==> config.mk <==
export PLATFORM = sky130hd
export DESIGN_NAME = gate_occupancy_direction_counter
export DESIGN_NICKNAME = d
export VERILOG_FILES = /design/src/hdl/godc_pkg.sv /design/src/hdl/godc_front.sv /design/src/hdl/godc_queue.sv /design/src/hdl/godc_back.sv /design/src/hdl/gate_occupancy_direction_counter.sv
export VERILOG_INCLUDE_DIRS = /design/src /design/src/hdl
export SDC_FILE = /design/constraint.sdc
export NUM_CORES = 1
export LEC_CHECK = 0
export BUFFER_PORTS_ARGS = -buffer_cell sky130_fd_sc_hd__buf_2
export CAP_MARGIN = 0
export CORE_MARGIN = 2
export CORE_UTILIZATION = 40
export CTS_CLUSTER_DIAMETER = 30
export CTS_CLUSTER_SIZE = 12
export DETAILED_ROUTE_END_ITERATION = 6
export GPL_TIMING_DRIVEN = 0
export SLEW_MARGIN = 40
export SYNTH_ARGS = -nofsm -noshare
export SYNTH_HDL_FRONTEND = slang
export SYNTH_SLANG_ARGS = --single-unit
==> constraint.sdc <==
create_clock -name clk -period 5.6 [get_ports clk]
set_input_delay 1.4 -clock clk [delete_from_list [all_inputs] [get_ports clk]]
set_output_delay 1.4 -clock clk [all_outputs]
set_load 0.01 [all_outputs]
==> src/hdl/gate_occupancy_direction_counter_defines.svh <==
// Assertion macros shared by the gate occupancy counter RTL.
// Needs clk and rst_n in the scope where a macro is used.
`ifndef GATE_OCCUPANCY_DIRECTION_COUNTER_DEFINES_SVH
`define GATE_OCCUPANCY_DIRECTION_COUNTER_DEFINES_SVH

`ifndef NO_ASSERTIONS

// Checked outside reset only.
`define GODC_ASSERT(lbl, prop, msg) \
    lbl: assert property (@(posedge clk) disable iff (!rst_n) prop) else $error(msg);

// Checked at every edge, reset included.
`define GODC_ASSERT_ALWAYS(lbl, expr, msg) \
    lbl: assert property (@(posedge clk) (expr)) else $error(msg);

`else

`define GODC_ASSERT(lbl, prop, msg)
`define GODC_ASSERT_ALWAYS(lbl, expr, msg)

`endif

`endif

==> src/hdl/godc_pkg.sv <==
// Shared types, constants and gate geometry for the gate occupancy counter.
// No dependencies.
`timescale 1ns / 1ps

package godc_pkg;

    localparam int GATE_COUNT_DEF = 4;
    localparam int COORD_BITS_DEF = 10;
    localparam int MAX_GATES      = 8;

    // Row spans and coordinates are compared at this width (above any coordinate).
    localparam int SPAN_BITS   = 13;
    localparam int EDGE_BITS   = 10;
    localparam int COUNT_BITS  = 13;
    localparam int TOTAL_BITS  = 16;
    localparam int PIX_BITS    = 8;
    localparam int OCC_BITS    = 4;
    localparam int ACT_BITS    = 4;
    localparam int CFG_IDX_BITS  = 2;
    localparam int CFG_DATA_BITS = 13;

    localparam logic [PIX_BITS-1:0]   PIX_WHITE = 8'hFF;
    localparam logic [COUNT_BITS-1:0] COUNT_MAX = 13'h1FFF;

    localparam logic [EDGE_BITS-1:0]  LEFT_RESET    = 10'd238;
    localparam logic [EDGE_BITS-1:0]  RIGHT_RESET   = 10'd401;
    localparam logic [COUNT_BITS-1:0] TRIGGER_RESET = 13'd125;
    localparam logic [COUNT_BITS-1:0] RELEASE_RESET = 13'd10;

    // Half-open row span of each gate; gates past the fourth never match.
    localparam logic [SPAN_BITS-1:0] ROW_TOP [MAX_GATES] =
        '{13'd0, 13'd40, 13'd145, 13'd230, 13'd0, 13'd0, 13'd0, 13'd0};
    localparam logic [SPAN_BITS-1:0] ROW_BOTTOM [MAX_GATES] =
        '{13'd10, 13'd60, 13'd185, 13'd270, 13'd0, 13'd0, 13'd0, 13'd0};

    // Pixel queue between classifier and counters; depth is a power of two.
    localparam int QUEUE_DEPTH = 2;
    localparam int QPTR_BITS   = $clog2(QUEUE_DEPTH);
    localparam int QCNT_BITS   = $clog2(QUEUE_DEPTH + 1);

    typedef enum logic [CFG_IDX_BITS-1:0] {
        CFG_GATE_LEFT  = 2'd0,
        CFG_GATE_RIGHT = 2'd1,
        CFG_TRIGGER    = 2'd2,
        CFG_RELEASE    = 2'd3
    } cfg_reg_t;

    typedef struct packed {
        logic [EDGE_BITS-1:0] left;
        logic [EDGE_BITS-1:0] right;
    } godc_span_t;

    typedef struct packed {
        logic [COUNT_BITS-1:0] trigger;
        logic [COUNT_BITS-1:0] release_lvl;
    } godc_levels_t;

endpackage

==> src/hdl/godc_front.sv <==
// Front end: accepts pixels and turns each into a gate hit mask plus frame flag.
// Depends on godc_pkg.
`timescale 1ns / 1ps

module godc_front import godc_pkg::*;
#(
    parameter int GATE_COUNT = GATE_COUNT_DEF,
    parameter int COORD_BITS = COORD_BITS_DEF
)
(
    input  logic                  in_valid,
    output logic                  in_ready,
    input  logic [COORD_BITS-1:0] column,
    input  logic [COORD_BITS-1:0] row,
    input  logic [PIX_BITS-1:0]   pixel_value,
    input  logic                  frame_end,
    input  godc_span_t            span,
    input  logic                  q_full,
    output logic                  push,
    output logic [GATE_COUNT-1:0] hits,
    output logic                  last
);

    localparam logic [SPAN_BITS-1:0] COORD_MASK = SPAN_BITS'((1 << COORD_BITS) - 1);

    logic [SPAN_BITS-1:0] col_x;
    logic [SPAN_BITS-1:0] row_x;
    logic [SPAN_BITS-1:0] left_x;
    logic [SPAN_BITS-1:0] right_x;
    logic                 in_cols;

    assign in_ready = !q_full;
    assign push     = in_valid && !q_full;
    assign last     = frame_end;

    assign col_x   = SPAN_BITS'(column);
    assign row_x   = SPAN_BITS'(row);
    // Column edges wrap to the coordinate width.
    assign left_x  = SPAN_BITS'(span.left) & COORD_MASK;
    assign right_x = SPAN_BITS'(span.right) & COORD_MASK;
    assign in_cols = (pixel_value == PIX_WHITE) && (col_x >= left_x) && (col_x < right_x);

    for (genvar g = 0; g < GATE_COUNT; g++) begin : g_hit
        assign hits[g] = in_cols && (row_x >= ROW_TOP[g]) && (row_x < ROW_BOTTOM[g]);
    end

endmodule

==> src/hdl/godc_queue.sv <==
// Short FIFO of classified pixels between the front end and the counters.
// Depends on godc_pkg and the assertion macro header.
`timescale 1ns / 1ps
`include "gate_occupancy_direction_counter_defines.svh"

module godc_queue import godc_pkg::*;
#(
    parameter int WIDTH = GATE_COUNT_DEF + 1
)
(
    input  logic             clk,
    input  logic             rst_n,
    input  logic             push,
    input  logic [WIDTH-1:0] wdata,
    output logic             full,
    input  logic             pop,
    output logic             rvalid,
    output logic [WIDTH-1:0] rdata
);

    logic [WIDTH-1:0]     mem [QUEUE_DEPTH];
    logic [QPTR_BITS-1:0] wptr_reg;
    logic [QPTR_BITS-1:0] wptr_next;
    logic [QPTR_BITS-1:0] rptr_reg;
    logic [QPTR_BITS-1:0] rptr_next;
    logic [QCNT_BITS-1:0] count_reg;
    logic [QCNT_BITS-1:0] count_next;

    assign full   = (count_reg == QCNT_BITS'(QUEUE_DEPTH));
    assign rvalid = (count_reg != '0);
    assign rdata  = mem[rptr_reg];

    always_comb
    begin
        wptr_next  = push ? wptr_reg + QPTR_BITS'(1) : wptr_reg;
        rptr_next  = pop ? rptr_reg + QPTR_BITS'(1) : rptr_reg;
        count_next = count_reg;
        if (push && !pop)
        begin
            count_next = count_reg + QCNT_BITS'(1);
        end
        else if (pop && !push)
        begin
            count_next = count_reg - QCNT_BITS'(1);
        end
    end

    always_ff @(posedge clk or negedge rst_n)
    begin
        if (!rst_n)
        begin
            wptr_reg  <= '0;
            rptr_reg  <= '0;
            count_reg <= '0;
        end
        else
        begin
            wptr_reg  <= wptr_next;
            rptr_reg  <= rptr_next;
            count_reg <= count_next;
        end
    end

    always_ff @(posedge clk)
    begin
        if (push)
        begin
            mem[wptr_reg] <= wdata;
        end
    end

    `GODC_ASSERT_ALWAYS(a_q_bound, count_reg <= QCNT_BITS'(QUEUE_DEPTH), "queue fill out of range")
    `GODC_ASSERT(a_q_grow, push && !pop |=> count_reg == $past(count_reg) + QCNT_BITS'(1), "queue fill did not grow")

endmodule

==> src/hdl/godc_back.sv <==
// Back end: per-gate pixel counters, frame-end hysteresis, direction totals
// and the result register. Depends on godc_pkg and the assertion macro header.
`timescale 1ns / 1ps
`include "gate_occupancy_direction_counter_defines.svh"

module godc_back import godc_pkg::*;
#(
    parameter int GATE_COUNT = GATE_COUNT_DEF
)
(
    input  logic                  clk,
    input  logic                  rst_n,
    input  logic                  q_valid,
    input  logic [GATE_COUNT-1:0] q_hits,
    input  logic                  q_last,
    output logic                  q_pop,
    input  godc_levels_t          levels,
    output logic                  out_valid,
    input  logic                  out_ready,
    output logic [TOTAL_BITS-1:0] westbound_total,
    output logic [TOTAL_BITS-1:0] eastbound_total,
    output logic                  westbound_changed,
    output logic [OCC_BITS-1:0]   gates_occupied
);

    logic [COUNT_BITS-1:0] count_reg [GATE_COUNT];
    logic [COUNT_BITS-1:0] count_inc [GATE_COUNT];
    logic [GATE_COUNT-1:0] occ_reg;
    logic [GATE_COUNT-1:0] occ_next;
    logic [GATE_COUNT-1:0] act;
    logic [ACT_BITS-1:0]   west_adds;
    logic [ACT_BITS-1:0]   east_adds;
    logic [TOTAL_BITS-1:0] west_total_reg;
    logic [TOTAL_BITS-1:0] west_total_next;
    logic [TOTAL_BITS-1:0] east_total_reg;
    logic [TOTAL_BITS-1:0] east_total_next;
    logic [OCC_BITS-1:0]   occ_bits;
    logic                  out_valid_reg;
    logic                  west_changed_reg;
    logic [OCC_BITS-1:0]   occ_out_reg;
    logic                  frame_pop;
    logic                  any_count;

    // A frame-end entry needs room in the result register; plain pixels never wait.
    assign q_pop     = q_valid && (!q_last || !out_valid_reg || out_ready);
    assign frame_pop = q_pop && q_last;

    always_comb
    begin
        west_adds = '0;
        east_adds = '0;
        any_count = 1'b0;
        for (int g = 0; g < GATE_COUNT; g++)
        begin
            count_inc[g] = (q_hits[g] && (count_reg[g] != COUNT_MAX))
                         ? count_reg[g] + COUNT_BITS'(1) : count_reg[g];
            act[g]      = 1'b0;
            occ_next[g] = occ_reg[g];
            // Trigger wins a tie for a free gate; release wins for an occupied one.
            if ((count_inc[g] >= levels.trigger) && !occ_reg[g])
            begin
                occ_next[g] = 1'b1;
                act[g]      = 1'b1;
            end
            else if (count_inc[g] <= levels.release_lvl)
            begin
                occ_next[g] = 1'b0;
            end
            if (g < GATE_COUNT / 2)
            begin
                west_adds = west_adds + ACT_BITS'(act[g]);
            end
            else
            begin
                east_adds = east_adds + ACT_BITS'(act[g]);
            end
            any_count = any_count || (count_reg[g] != '0);
        end
        west_total_next = west_total_reg + TOTAL_BITS'(west_adds);
        east_total_next = east_total_reg + TOTAL_BITS'(east_adds);
    end

    for (genvar i = 0; i < OCC_BITS; i++) begin : g_occ
        if (i < GATE_COUNT) begin : g_used
            assign occ_bits[i] = occ_next[i];
        end
        else begin : g_unused
            assign occ_bits[i] = 1'b0;
        end
    end

    always_ff @(posedge clk or negedge rst_n)
    begin
        if (!rst_n)
        begin
            for (int g = 0; g < GATE_COUNT; g++)
            begin
                count_reg[g] <= '0;
            end
            occ_reg        <= '0;
            west_total_reg <= '0;
            east_total_reg <= '0;
            out_valid_reg  <= 1'b0;
        end
        else
        begin
            if (q_pop)
            begin
                for (int g = 0; g < GATE_COUNT; g++)
                begin
                    count_reg[g] <= q_last ? '0 : count_inc[g];
                end
            end
            if (frame_pop)
            begin
                occ_reg        <= occ_next;
                west_total_reg <= west_total_next;
                east_total_reg <= east_total_next;
                out_valid_reg  <= 1'b1;
            end
            else if (out_ready)
            begin
                out_valid_reg <= 1'b0;
            end
        end
    end

    always_ff @(posedge clk)
    begin
        if (frame_pop)
        begin
            west_changed_reg <= (west_adds != '0);
            occ_out_reg      <= occ_bits;
        end
    end

    assign out_valid         = out_valid_reg;
    assign westbound_total   = west_total_reg;
    assign eastbound_total   = east_total_reg;
    assign westbound_changed = west_changed_reg;
    assign gates_occupied    = occ_out_reg;

    `GODC_ASSERT(a_counts_cleared, frame_pop |=> !any_count, "gate counts not cleared at frame end")
    `GODC_ASSERT(a_west_hold, !frame_pop |=> $stable(west_total_reg), "westbound total moved mid frame")
    `GODC_ASSERT(a_west_flag, frame_pop |=> westbound_changed == (west_total_reg != $past(west_total_reg)), "westbound flag disagrees with total")

endmodule

==> src/hdl/gate_occupancy_direction_counter.sv <==
// Top level of the gate occupancy direction counter: config registers and the
// front / queue / back split. Depends on godc_pkg, godc_front, godc_queue, godc_back.
`timescale 1ns / 1ps

// Channel  Handshake              Payload
// in       in_valid / in_ready    column, row, pixel_value, frame_end
// out      out_valid / out_ready  westbound_total, eastbound_total,
//                                 westbound_changed, gates_occupied
// cfg      cfg_valid / cfg_ready  cfg_index, cfg_data
//
// One pixel item per clock while in_ready is high. A pixel is classified in
// its accept cycle and written to a two-entry queue; the counter stage takes
// one entry per cycle, and only a frame-end entry waits on a full result
// register; the queue absorbs that stall and in_ready drops once it is full.
// Reset sets config to defaults, clears counts, occupancy and totals (not
// westbound_changed, gates_occupied); no clear pass. cfg_ready is always high.

module gate_occupancy_direction_counter import godc_pkg::*;
#(
    parameter int GATE_COUNT = GATE_COUNT_DEF,
    parameter int COORD_BITS = COORD_BITS_DEF
)
(
    input  logic                     clk,
    input  logic                     rst_n,
    input  logic                     in_valid,
    output logic                     in_ready,
    input  logic [COORD_BITS-1:0]    column,
    input  logic [COORD_BITS-1:0]    row,
    input  logic [PIX_BITS-1:0]      pixel_value,
    input  logic                     frame_end,
    output logic                     out_valid,
    input  logic                     out_ready,
    output logic [TOTAL_BITS-1:0]    westbound_total,
    output logic [TOTAL_BITS-1:0]    eastbound_total,
    output logic                     westbound_changed,
    output logic [OCC_BITS-1:0]      gates_occupied,
    input  logic                     cfg_valid,
    output logic                     cfg_ready,
    input  logic [CFG_IDX_BITS-1:0]  cfg_index,
    input  logic [CFG_DATA_BITS-1:0] cfg_data
);

    localparam int ENTRY_BITS = GATE_COUNT + 1;

    godc_span_t            span_reg;
    godc_span_t            span_next;
    godc_levels_t          levels_reg;
    godc_levels_t          levels_next;

    logic                  q_full;
    logic                  push;
    logic [GATE_COUNT-1:0] hits;
    logic                  last;
    logic [ENTRY_BITS-1:0] q_rdata;
    logic                  q_valid;
    logic                  q_pop;

    assign cfg_ready = 1'b1;

    // Register writes; column edges keep 10 bits, levels keep 13.
    always_comb
    begin
        span_next   = span_reg;
        levels_next = levels_reg;
        if (cfg_valid)
        begin
            unique case (cfg_reg_t'(cfg_index))
                CFG_GATE_LEFT:  span_next.left          = cfg_data[EDGE_BITS-1:0];
                CFG_GATE_RIGHT: span_next.right         = cfg_data[EDGE_BITS-1:0];
                CFG_TRIGGER:    levels_next.trigger     = cfg_data[COUNT_BITS-1:0];
                CFG_RELEASE:    levels_next.release_lvl = cfg_data[COUNT_BITS-1:0];
            endcase
        end
    end

    always_ff @(posedge clk or negedge rst_n)
    begin
        if (!rst_n)
        begin
            span_reg.left          <= LEFT_RESET;
            span_reg.right         <= RIGHT_RESET;
            levels_reg.trigger     <= TRIGGER_RESET;
            levels_reg.release_lvl <= RELEASE_RESET;
        end
        else
        begin
            span_reg   <= span_next;
            levels_reg <= levels_next;
        end
    end

    // Classifier: white pixel inside the shared column span and a gate's rows.
    godc_front #(
        .GATE_COUNT (GATE_COUNT),
        .COORD_BITS (COORD_BITS)
    ) u_front (
        .in_valid    (in_valid),
        .in_ready    (in_ready),
        .column      (column),
        .row         (row),
        .pixel_value (pixel_value),
        .frame_end   (frame_end),
        .span        (span_reg),
        .q_full      (q_full),
        .push        (push),
        .hits        (hits),
        .last        (last)
    );

    // Entry layout: frame flag on top, one hit bit per gate below.
    godc_queue #(
        .WIDTH (ENTRY_BITS)
    ) u_queue (
        .clk    (clk),
        .rst_n  (rst_n),
        .push   (push),
        .wdata  ({last, hits}),
        .full   (q_full),
        .pop    (q_pop),
        .rvalid (q_valid),
        .rdata  (q_rdata)
    );

    // Counters, hysteresis at frame end, direction totals, result register.
    godc_back #(
        .GATE_COUNT (GATE_COUNT)
    ) u_back (
        .clk               (clk),
        .rst_n             (rst_n),
        .q_valid           (q_valid),
        .q_hits            (q_rdata[GATE_COUNT-1:0]),
        .q_last            (q_rdata[GATE_COUNT]),
        .q_pop             (q_pop),
        .levels            (levels_reg),
        .out_valid         (out_valid),
        .out_ready         (out_ready),
        .westbound_total   (westbound_total),
        .eastbound_total   (eastbound_total),
        .westbound_changed (westbound_changed),
        .gates_occupied    (gates_occupied)
    );

endmodule
## Word level (Yosys, flattened, before mapping)

Memories as Yosys holds them, arrays and structs flattened.
Index checks and enable logic that the tools add are counted.

| storage, ports and cells | value |
|---|---|
| register bits | 144 |
| bits in writable memories | 10 |
| bits of input ports | 49 |
| output and inout port bits | 40 |
| logic and storage cells | 126 |
| memories | 1 |

| operators by class | value |
|---|---|
| $add $sub $neg | 12 |
| order comparisons | 18 |
| equality and inequality tests | 9 |
| multiplexer cells | 26 |
| reduce and logical (&&, ||, !) cells | 43 |

Memories:

| memory | words | bits a word | read ports | clocked after Yosys merged registers in | wr ports | line | RTL |
|---|---|---|---|---|---|---|---|
| u_queue.mem | 2 | 5 | 1 | 0 | 1 | godc_queue.sv:21 | `logic [WIDTH-1:0] mem [QUEUE_DEPTH];` |

Operators with widths:

| operator | number |
|---|---|
| $mux W13 | 8 |
| $add A13 B1 Y13 const B | 4 |
| $ge A13 B13 Y1 | 4 |
| $le A13 B13 Y1 | 4 |
| $ne A13 B13 Y1 const B | 4 |
| $add A16 B4 Y16 | 2 |
| $logic_and A1 B1 Y1 | 23 |
| $ge A10 B8 Y1 const B | 2 |
| $mux W1 | 16 |
| $ge A10 B1 Y1 const B | 1 |
| $ge A10 B10 Y1 | 1 |
| $ge A10 B6 Y1 const B | 1 |
| $lt A10 B10 Y1 | 1 |
| $lt A10 B4 Y1 const B | 1 |
| $lt A10 B6 Y1 const B | 1 |
| $lt A10 B8 Y1 const B | 1 |
| $lt A10 B9 Y1 const B | 1 |
| $logic_not A1 Y1 | 9 |
| $eq A8 B8 Y1 const B | 1 |
| $reduce_and A2 Y1 | 4 |
| $eq A2 B2 Y1 const B | 3 |
| $reduce_bool A2 Y1 | 3 |
| $add A1 B1 Y2 | 2 |
| $mux W2 | 2 |
| other kinds (7) | 9 |

## Longest topological paths before layout

Gate-level depths: netlist (run 1).

| logic depth | value |
|---|---|
| depth in word-level cells | 8 |
| depth in mapped cells | 21 |
| gate-level depth less buffers | 19 |

## Hierarchy

A second synthesis (run 1) with hierarchy kept.

| second synthesis, totals | value |
|---|---|
| cells, all modules | 1102 |
| area total of the unflattened synthesis | 10989.3 um2 |

Modules (own cells, without submodules):

| module | times used | cells an instance | area each (um2) | sequential area each (um2) |
|---|---|---|---|---|
| godc_back | 1 | 877 | 7925.1 | 2377.3 |
| gate_occupancy_direction_counter | 1 | 102 | 1828.0 | 1173.6 |
| godc_front | 1 | 91 | 676.9 | 0.0 |
| godc_queue | 1 | 32 | 559.3 | 400.4 |

## Worst setup path after synthesis (run 1)

OpenSTA, ideal clock, no wires.

| path | value |
|---|---|
| kind | register to register |
| start | register u_back.count_reg[26] (netlist bit) |
| end | register u_back.west_total_reg[14], in the netlist u_back.westbound_total[14] |
| library setup time | 0.125 ns |
| arrival | 4.420 ns |
| required time | 5.475 ns |
| path slack | 1.054 ns |
| cell stages (with the launch flop) | 22 |
| buffers on the path | 2 |
| period minus slack after synthesis | 4.546 ns |
| path through | dfrtp_1 ha_1 and2_1 clkbuf_1 and4_1 a21boi_0 clkbuf_1 nand3_1 xnor2_1 ha_1 nand4_1 nor4_1 or3_1 nor3_1 nor2_1 ha_1 ha_1 inv_1 fa_1 nor4_1 nand2_1 xnor2_1 |

| on the way | value |
|---|---|
| word-level cells in the longest chain between the ends | 8 |
| elaborated cells on any way between the ends | 9 |
| classes of those cells | add/sub (3); order compare (1); eq/ne (1); mux (2); reduce/logical (2) |

Ends and longest elaborated chain:

| item | line | RTL |
|---|---|---|
| start: declaration | godc_back.sv:26 | `logic [COUNT_BITS-1:0] count_reg [GATE_COUNT];` |
| start signal: indexed assignment | godc_back.sv:111 | `count_reg[g] <= q_last ? '0 : count_inc[g];` |
| parallel branches: the longest is 2 deep, another holds $add A13 B1 Y13 | -- |  |
| $mux W13 * | godc_back.sv:56 | `? count_reg[g] + COUNT_BITS'(1) : count_reg[g];` |
| $ge A13 B13 Y1 * | godc_back.sv:60 | `if ((count_inc[g] >= levels.trigger) && !occ_reg[g])` |
| $logic_and A1 B1 Y1 * | godc_back.sv:60 |  |
| $mux W1 * | godc_back.sv:60 |  |
| $add A1 B1 Y2 * | godc_back.sv:71 | `west_adds = west_adds + ACT_BITS'(act[g]);` |
| $add A16 B4 Y16 * | godc_back.sv:79 | `west_total_next = west_total_reg + TOTAL_BITS'(west_adds);` |
| end signal: assignment | godc_back.sv:117 | `west_total_reg <= west_total_next;` |
| end: declaration | godc_back.sv:33 | `logic [TOTAL_BITS-1:0] west_total_reg;` |

Mark *: on every way between the ends.
A chain may end at the register's enable or synchronous reset.

## Worst setup path in the final report (run 1)

| path | value |
|---|---|
| start | register u_back.count_reg[26] (netlist bit) |
| end | register u_back.west_total_reg[10], in the netlist u_back.westbound_total[10] |

The elaborated chain is that of the path after synthesis.

==> results of run 1 <==
[through the flow]
step	setup TNS (ns)	hold WS (ns)	std cells	utilization [%]	power, uW
5_1_grt	-0.299	0.478	1532	46.4	4850
2_1_floorplan	0	0.461	1077	-	2680
3_3_place_gp	0	0.453	1499	43.7	3260
6_report	0	0.456	1532	46.4	4540
4_1_cts	0	0.465	1532	46.3	4560
3_5_place_dp	0	0.454	1500	43.9	3310
[worst max-delay path by stage]
stage / startpoint / endpoint / slack [ns] / cells after the start
final: u_back.count_reg[26] / u_back.westbound_total[10] / 0.29 / 21
after global routing: u_back.count_reg[26] / u_back.westbound_total[10] / -0.08 / 21
after CTS: u_back.count_reg[26] / u_back.westbound_total[12] / 0.12 / 20
after floorplan: u_back.count_reg[26] / u_back.westbound_total[14] / 1.05 / 21
after detailed placement: u_back.count_reg[26] / u_back.westbound_total[14] / 0.12 / 20
after global placement: u_back.count_reg[26] / u_back.westbound_total[14] / 0.16 / 20
[layout make-up]
cell class / count / share of cell area, %
Sequential cell: 154 / 33.0
Multi-Input combinational cell: 823 / 51.1
Buffer: 33 / 1.20
Clock inverter: 14 / 1.53
Timing Repair Buffer: 88 / 3.94
Clock buffer: 18 / 3.58
Inverter: 67 / 2.14
Tap cell: 335 / 3.50
[worst max-delay path, stage by stage, from the launching register on]
cell,delay [ns]
dfrtp_1,0.43
ha_1,0.25
and2_1,0.16
clkbuf_1,0.17
and4_1,0.26
a21boi_0,0.29
clkbuf_2,0.31
nand3_1,0.15
xnor2_1,0.31
ha_1,0.31
nand4_1,0.13
nor4_1,0.06
or3_1,0.30
nor3_1,0.35
nor2_1,0.12
ha_1,0.30
ha_1,0.16
inv_1,0.05
fa_1,0.41
nor3_1,0.37
nand4_1,0.17
xnor2_1,0.15
[cells in the mapped netlist (5+ instances only)]
library cell    n
ha_1          135
nand2_1       123
dfrtp_1       121
inv_1          65
o21ai_0        57
a21oi_1        54
nand3_1        51
xnor2_1        49
mux2_2         44
nor2_1         37
a31oi_1        34
nand4_1        30
clkbuf_1       27
xor2_1         27
dfstp_2        18
nor3_1         17
edfxtp_1       15
and3_1         14
a21o_1         13
o31ai_1        12
a211oi_1        8
a41oi_1         8
or3_1           8
nor2b_1         7
a311oi_1        6
and4_1          6
nand2b_1        6
nor4_1          6
and2_1          5
[what timing repair did]
action / CTS / global route
resized for setup: 0 / 7
hold buffers: 0 / 0
endpoints found under the setup margin: 0 / 13
[routing by layer]
layer	vias to the layer above	wire length, um
li1	4175	-
met1	4079	13000
met2	242	12200
met3	36	1450
met4	0	547
met5	-	0
[report_power, final]
group	leakage (uW)	switching, uW	internal [uW]	total [uW]
sequential	0.00191	164	1350	1520
combinational	0.00347	1150	645	1790
clock	0.000299	515	715	1230
total	0.00568	1830	2710	4540
[cells by family after synthesis]
logic type / share of synthesized area (%)
simple gates: 15.7
compound gates: 14.6
flops: 37.9
fa+ha+maj: 16.6
buf+inv: 3.83
xor+xnor: 6.38
mux: 4.94
other cells: 0.0360
==> summary.txt, run 1 <==
Synth Cell Area = 10,400 um2
most common cell after layout, fill and taps aside = ha_1
Setup CP Type = flip-flop to flip-flop
Port Buffers = 87
Placed Area = 11,300 um2
filler cell count in the final layout = 2,465
synthesized area per cell = 9.68 um2
diode count = 0
hpwl dp = 20.9 mm
worst slew pin tran = 0.806 ns
CTS Sinks = 154
most frequent cells in the layout = ha_1 (135), nand2_1 (123), dfrtp_1 (121)
CP startpoint kind = flip-flop
hold_sp = u_back.eastbound_total[15]
fin crit period = 5.31 ns
Hold Crit Class = flip-flop to flip-flop
Area Overhead vs Synth = 15.0%
Ys Warns = 0
die width = 165 um
maximum clock insertion buffer count = 2
Syn Nets = 1,263
Multi-input gate area = 6130 um2
Fmax = 188 MHz
reg2reg start = u_back.count_reg[26]
Reg2Reg Setup Slack = 0.29 ns
post-route clock skew = 0.0157 ns
remaining global-route overflow = 0
Yosys reg bits = 154
Post-Syn Instances = 1,077
Post-synth EDFFs = 15
# setup viols final = 0
GRT Util Overall = 20.8%
CTS tree = built
grt peak-use layer = met2
Reg-to-Reg End = u_back.westbound_total[10]
Reg area = 3950 um2
post-route setup slack = 0.289 ns
Seq/Total Area, Yosys = 37.9%
RSZ-0062 raised after global routing = true
first-pass GRT wire length = 43.5 mm
Fin. Hold Viols = 0
DRC errors left = 0
CTS clk-pin slew, worst paths = 0.08 ns
largest area contributor in the netlist = dfrtp_1
share of the synthesized area in the top cell type = 29.0%
outcome = finished clean
area of the core = 25,800 um2
Root Buffer = clkbuf_16
Worst R2R Path Depth = 21
gp weighted congestion = 0.877
Die Y = 165 um
total iterations of the first detailed-routing run = 4
# rows = 59
pin count of the biggest net entering global routing = 72
met2 usage = 33.1%
GR Util met3 = 3.22%
drt via density = 5.57
die area = 27,400 um2
wire per inst = 17.8 um
Arrival @ worst endpoint = 5.64 ns
PwrDens = 378 nW/um2
fin area = 12,000 um2
max cap viols = 0
CP endpoint kind = flip-flop
layout net count = 1,370
Rel. slew slack = 46.3%
Tcrit/Tclk final = 94.8%
Hold Path Sink = u_back.eastbound_total[15]
share of layout cells above drive strength 1 = 17.2%
Setup Fix Bufs, Post-CTS = 0
Worst Hold Depth = 1
Starting Density = 40.4%
number of global-route vias before repair = 8,110
met1 Track Usage GR = 29.1%
synth top area cells = dfrtp_1 (29%), ha_1 (16%), mux2_2 (4.8%)
htree depth = 4
Detailed Route Iter0 Violations = 485
initial antenna violation count = 1
worst skew pair latency = 0.44 ns
max reg flops = 52
Lkg Pwr = 0.00568 uW
total number of vias = 8,532
final WL = 27.2 mm
WP data required = 5.93 ns
Async S/R FF share, synth = 90.3%
Slew Limit Fails = 0
Synth cell types = 66
Top-Level Pins = 89
CTS buffer count = 17
critical path fanouts, max = 10
Post-Place Worst Slack = 0.124 ns
Detail Route Antenna Nets = 0
Main synth FF type = dfrtp_1
Worst VDD drop = 250 uV
Note: power is estimated with default switching activity, not from simulation.
==> inputs of run 2 (changes only) <==
==> constraint.sdc (replaced) <==
create_clock -name clk -period 5.6 [get_ports clk]
set_input_delay 0.28 -clock clk [delete_from_list [all_inputs] [get_ports clk]]
set_output_delay 0.28 -clock clk [all_outputs]
set_load 0.01 [all_outputs]
==> run 2 against run 1 <==
  * Sequential power hardly changed
  * Design area hardly changed
  * Power hardly changed
  * Final cell count hardly changed
  * Die area stayed put
  * Critical path depth is 1 lower
  * Global-route usage stayed put
  * Maximum frequency hardly changed
  * Clock skew is 0.00051 ns lower
  * Routed wire length is 0.24% higher
  * Largest power group unchanged
==> summary.txt, run 2 (same netlist as run 1, synthesis figures left out) <==
outcome = finished clean
pin count of the biggest net entering global routing = 72
PwrDens = 379 nW/um2
# rows = 59
Worst VDD drop = 251 uV
Reg-to-Reg End = u_back.eastbound_total[14]
Starting Density = 40.4%
Port Buffers = 87
remaining global-route overflow = 0
die area = 27,400 um2
critical path fanouts, max = 6
fin crit period = 5.31 ns
final WL = 27.3 mm
# setup viols final = 0
worst skew pair latency = 0.44 ns
setup TNS = 0 ns
Hold Path Sink = u_queue.mem[1][4]
Post-Place Worst Slack = 0.124 ns
Root Buffer = clkbuf_16
CP startpoint kind = flip-flop
most frequent cells in the layout = ha_1 (135), nand2_1 (123), dfrtp_1 (121)
CTS Sinks = 154
Worst Hold Depth = 1
Slew Limit Fails = 0
reg2reg start = u_back.count_reg[13]
total number of vias = 8,545
hpwl dp = 20.9 mm
post-route clock skew = 0.0152 ns
number of global-route vias before repair = 8,110
drt via density = 5.57
gp weighted congestion = 0.877
Worst R2R Path Depth = 20
Fin. Hold Viols = 0
die width = 165 um
Detailed Route Iter0 Violations = 451
most common cell after layout, fill and taps aside = ha_1
max cap viols = 0
Setup Fix Bufs, Post-CTS = 0
CTS clk-pin slew, worst paths = 0.07 ns
Lkg Pwr = 0.00568 uW
post-route setup slack = 0.289 ns
total iterations of the first detailed-routing run = 5
WP data required = 5.95 ns
Top-Level Pins = 89
Reg2Reg Setup Slack = 0.29 ns
Detail Route Antenna Nets = 0
Worst setup startpoint = u_back.count_reg[13]
DRC errors left = 0
Arrival @ worst endpoint = 5.66 ns
Die Y = 165 um
CP endpoint kind = flip-flop
diode count = 0
htree depth = 4
CTS tree = built
Tcrit/Tclk final = 94.8%
first-pass GRT wire length = 43.5 mm
CTS buffer count = 17
Setup CP Type = flip-flop to flip-flop
GRT Util Overall = 20.8%
wire per inst = 17.8 um
RSZ-0062 raised after global routing = true
initial antenna violation count = 1
Rel. slew slack = 46.5%
Hold Crit Class = primary input to flip-flop
hold_sp = frame_end
layout net count = 1,371
Area Overhead vs Synth = 15.1%
share of layout cells above drive strength 1 = 17.2%
filler cell count in the final layout = 2,464
max reg flops = 52
area of the core = 25,800 um2
Fmax = 188 MHz
maximum clock insertion buffer count = 2
worst slew pin tran = 0.803 ns
-- run 2: cell types whose count changed in the layout (fill, tap and decap cells not counted) --
cell	previous run	this run
dlygate4sd3_1	0	1
-- run 2: metrics by stage --
| step | total power (uW) | utilization (%) | cell area, um2 | std cells | hold WS (ns) |
|---|---|---|---|---|---|
| final | 4540 | 46.4 | 12000 | 1533 | 0.0347 |
| after global routing | 4850 | 46.4 | 12000 | 1533 | 0.0219 |
| after CTS | 4560 | 46.3 | 12000 | 1533 | 0.0245 |
| after detailed placement | 3310 | 43.9 | 11300 | 1500 | 0.288 |
| after global placement | 3260 | 43.7 | 11300 | 1499 | 0.453 |
| after floorplan | 2680 | - | 10400 | 1077 | -0.0156 |
-- run 2: worst max-delay path by stage --
stage	endpoint	slack (ns)	cells after the start
finish	u_back.eastbound_total[14]	0.29	20
global route	u_back.westbound_total[10]	-0.08	21
CTS	u_back.westbound_total[12]	0.12	20
detailed placement	u_back.westbound_total[14]	0.12	20
global placement	u_back.westbound_total[14]	0.16	20
floorplan	u_back.westbound_total[14]	1.05	21
-- run 2: metal layers --
layer / wire [um] / GRT usage (%) / up-vias / part of all wire (%)
li1: - / - / 4171 / -
met1: 13200 / 29.1 / 4104 / 49
met2: 12200 / 33.1 / 233 / 45
met3: 1300 / 3.22 / 37 / 4.8
met5: 0 / 0 / - / 0
met4: 533 / 6.27 / 0 / 2.0
-- run 2: where the power goes --
part | switching [uW] | internal, uW | leakage, uW
Sequential | 165 | 1350 | 0.00191
Clock | 517 | 715 | 0.000299
Combinational | 1150 | 646 | 0.00347
-- run 2: final cells by class --
| cell class | instances | area, um2 | area share [%] |
|---|---|---|---|
| multi-input combinational | 823 | 6130 | 51.1 |
| sequential | 154 | 3950 | 32.9 |
| timing repair buffer | 89 | 483 | 4.03 |
| clock buffer | 18 | 429 | 3.58 |
| tap | 335 | 419 | 3.49 |
| inverter | 67 | 256 | 2.14 |
| clock inverter | 14 | 184 | 1.53 |
| buffer | 33 | 144 | 1.20 |
-- run 2: critical path: stages, from the launching register on --
cell	delay, ns
dfrtp_1	0.45
ha_1	0.25
and2_1	0.16
clkbuf_1	0.15
a31oi_1	0.46
nand2_1	0.17
xnor2_1	0.38
ha_1	0.32
nand3_1	0.11
o21bai_1	0.12
a31oi_1	0.10
a2111oi_0	0.59
o21a_1	0.26
nor2_1	0.06
ha_1	0.28
ha_1	0.15
inv_1	0.05
fa_1	0.46
nand3b_1	0.23
nor4_2	0.29
xor2_1	0.17
-- run 2: repair_timing --
item	in CTS	in global routing
gates resized for setup	0	7
hold buffers	1	0
hold endpoints to repair	56	0
endpoints found under the setup margin	0	13
==> inputs of run 3 (changes only) <==
--- a/config.mk
+++ b/config.mk
@@ -16,3 +16,2 @@
 export GPL_TIMING_DRIVEN = 0
-export SLEW_MARGIN = 40
 export SYNTH_ARGS = -nofsm -noshare
==> constraint.sdc (replaced) <==
create_clock -name clk -period 5.6 [get_ports clk]
set_input_delay 1.4 -clock clk [delete_from_list [all_inputs] [get_ports clk]]
set_output_delay 1.4 -clock clk [all_outputs]
set_load 0.01 [all_outputs]
==> run 3 against run 2 <==
  * Sequential share of layout area up 0.21 points
  * Via count is 0.12% lower
  * Clock power down 7%
  * Worst setup slack gained 0.086 ns
  * Die area is the same
  * Non-clock buffer count is 1 lower
==> summary.txt, run 3 (same netlist as run 1, synthesis figures left out) <==
Worst setup startpoint = u_back.count_reg[26]
die area = 27,400 um2
final cell count without fillers = 1,532
max reg flops = 52
CTS clk-pin slew, worst paths = 0.07 ns
htree depth = 4
CTS Sinks = 154
placed cell count = 1,500
pin count of the biggest net entering global routing = 91
Comb pwr share = 40.2%
most common cell after layout, fill and taps aside = ha_1
Detail Route Antenna Nets = 0
Starting Density = 40.4%
Tcrit/Tclk final = 93.3%
number of global-route vias before repair = 8,043
diode count = 0
WP data required = 5.93 ns
Setup Fix Bufs, Post-CTS = 0
Port Buffers = 87
CTS buffer count = 17
reg2reg start = u_back.count_reg[26]
fin area = 11,900 um2
filler cell count in the final layout = 2,498
Die Y = 165 um
Worst VDD drop = 208 uV
total iterations of the first detailed-routing run = 5
CTS tree = built
layout net count = 1,370
GRT Util Overall = 20.7%
Worst R2R Path Depth = 21
Hold Crit Class = flip-flop to flip-flop
Top-Level Pins = 89
max cap viols = 0
most frequent cells in the layout = ha_1 (135), nand2_1 (123), dfrtp_1 (121)
Net Sw Power = 1840 uW
Slew Limit Fails = 0
Rel. slew slack = 12.6%
maximum clock insertion buffer count = 2
Setup CP Type = flip-flop to flip-flop
Detailed Route Iter0 Violations = 498
CP endpoint kind = flip-flop
CP startpoint kind = flip-flop
gp weighted congestion = 0.877
total number of vias = 8,535
Worst Hold Depth = 1
total power = 4450 uW
DRC errors left = 0
# rows = 59
RSZ-0062 raised after global routing = false
hold slack = 0.458 ns
critical path fanouts, max = 10
Arrival @ worst endpoint = 5.55 ns
Reg-to-Reg End = u_back.westbound_total[14]
Reg2Reg Setup Slack = 0.37 ns
setup TNS = 0 ns
post-route clock skew = 0.0114 ns
die width = 165 um
first-pass GRT wire length = 43.5 mm
switch share = 41.2%
Placed Area = 11,300 um2
Fin. Hold Viols = 0
worst skew pair latency = 0.44 ns
Root Buffer = clkbuf_16
Clock power frac = 25.8%
wire per inst = 17.8 um
CP endpoint = u_back.westbound_total[14]
drt via density = 5.57
internal power = 2620 uW
# setup viols final = 0
outcome = finished clean
area of the core = 25,800 um2
fin crit period = 5.23 ns
initial antenna violation count = 1
sequential share of power = 34.0%
hold buffers post-CTS = 0
PwrDens = 374 nW/um2
Area Overhead vs Synth = 14.4%
share of layout cells above drive strength 1 = 17.0%
Lkg Pwr = 0.00564 uW
worst slew pin tran = 1.31 ns
hpwl dp = 20.8 mm
Fmax = 191 MHz
final WL = 27.2 mm
remaining global-route overflow = 0
-- run 3: how the worst min path moves through the flow --
| stage | slack, ns | startpoint | endpoint |
|---|---|---|---|
| 6_report | 0.46 | u_back.eastbound_total[15] | u_back.eastbound_total[15] |
| 5_1_grt | 0.48 | u_back.eastbound_total[15] | u_back.eastbound_total[15] |
| 4_1_cts | 0.47 | u_back.eastbound_total[15] | u_back.eastbound_total[15] |
| 3_5_place_dp | 0.45 | u_back.eastbound_total[15] | u_back.eastbound_total[15] |
| 3_3_place_gp | 0.45 | u_back.eastbound_total[15] | u_back.eastbound_total[15] |
| 2_1_floorplan | 0.46 | u_queue.wptr_reg | u_queue.wptr_reg |
-- run 3: worst max-delay path, stage by stage (launching register included) --
cell and delay [ns]:
dfrtp_1 0.42, ha_1 0.24, and2_1 0.16, clkbuf_1 0.18, and4_1 0.27, a21boi_0 0.24, clkbuf_2 0.30, nand3_1 0.16
xnor2_1 0.30, ha_1 0.31, nand4_1 0.13, nor4_1 0.06, or3_1 0.31, nor3_1 0.36, nor2_1 0.13, ha_1 0.30
ha_1 0.16, inv_1 0.05, fa_1 0.43, nor4_2 0.35, nand2_1 0.11, xnor2_1 0.14
-- run 3: metrics by stage --
stage | setup slack [ns] | utilization (%)
2_1_floorplan | 1.05 | -
3_3_place_gp | 0.156 | 43.7
3_5_place_dp | 0.115 | 43.8
4_1_cts | 0.0979 | 46.0
5_1_grt | 0.0135 | 46.1
6_report | 0.375 | 46.1
-- run 3: layer usage --
layer,routed length (um),track usage (%),up-vias,share of wire [%]
li1,-,-,4174,-
met1,13100,28.7,4100,48
met2,12200,33.3,234,45
met3,1520,4.30,27,5.6
met4,384,4.90,0,1.4
met5,0,0,-,0
-- run 3: area by class of cell --
class	instances	area (um2)	area share, %
Inverter	67	256	2.15
Buffer	33	144	1.21
Multi-Input combinational cell	823	6120	51.3
Tap cell	335	419	3.52
Timing Repair Buffer	88	469	3.94
Clock inverter	14	138	1.15
Clock buffer	18	429	3.60
Sequential cell	154	3950	33.1
-- run 3: repair_timing --
item | 4_1_cts | 5_1_grt
gates resized for setup | 0 | 9
endpoints found under the setup margin | 0 | 13
endpoints found under the hold margin | 0 | 0
-- run 3: power by group through the flow --
| stage | clock (uW) | sequential [uW] | combinational (uW) |
|---|---|---|---|
| finish | 1150 | 1520 | 1790 |
| global route | 1230 | 1550 | 1990 |
| CTS | 1180 | 1510 | 1780 |
| detailed placement | 0 | 1530 | 1770 |
| global placement | 0 | 1520 | 1730 |
| floorplan | 0 | 1510 | 1170 |
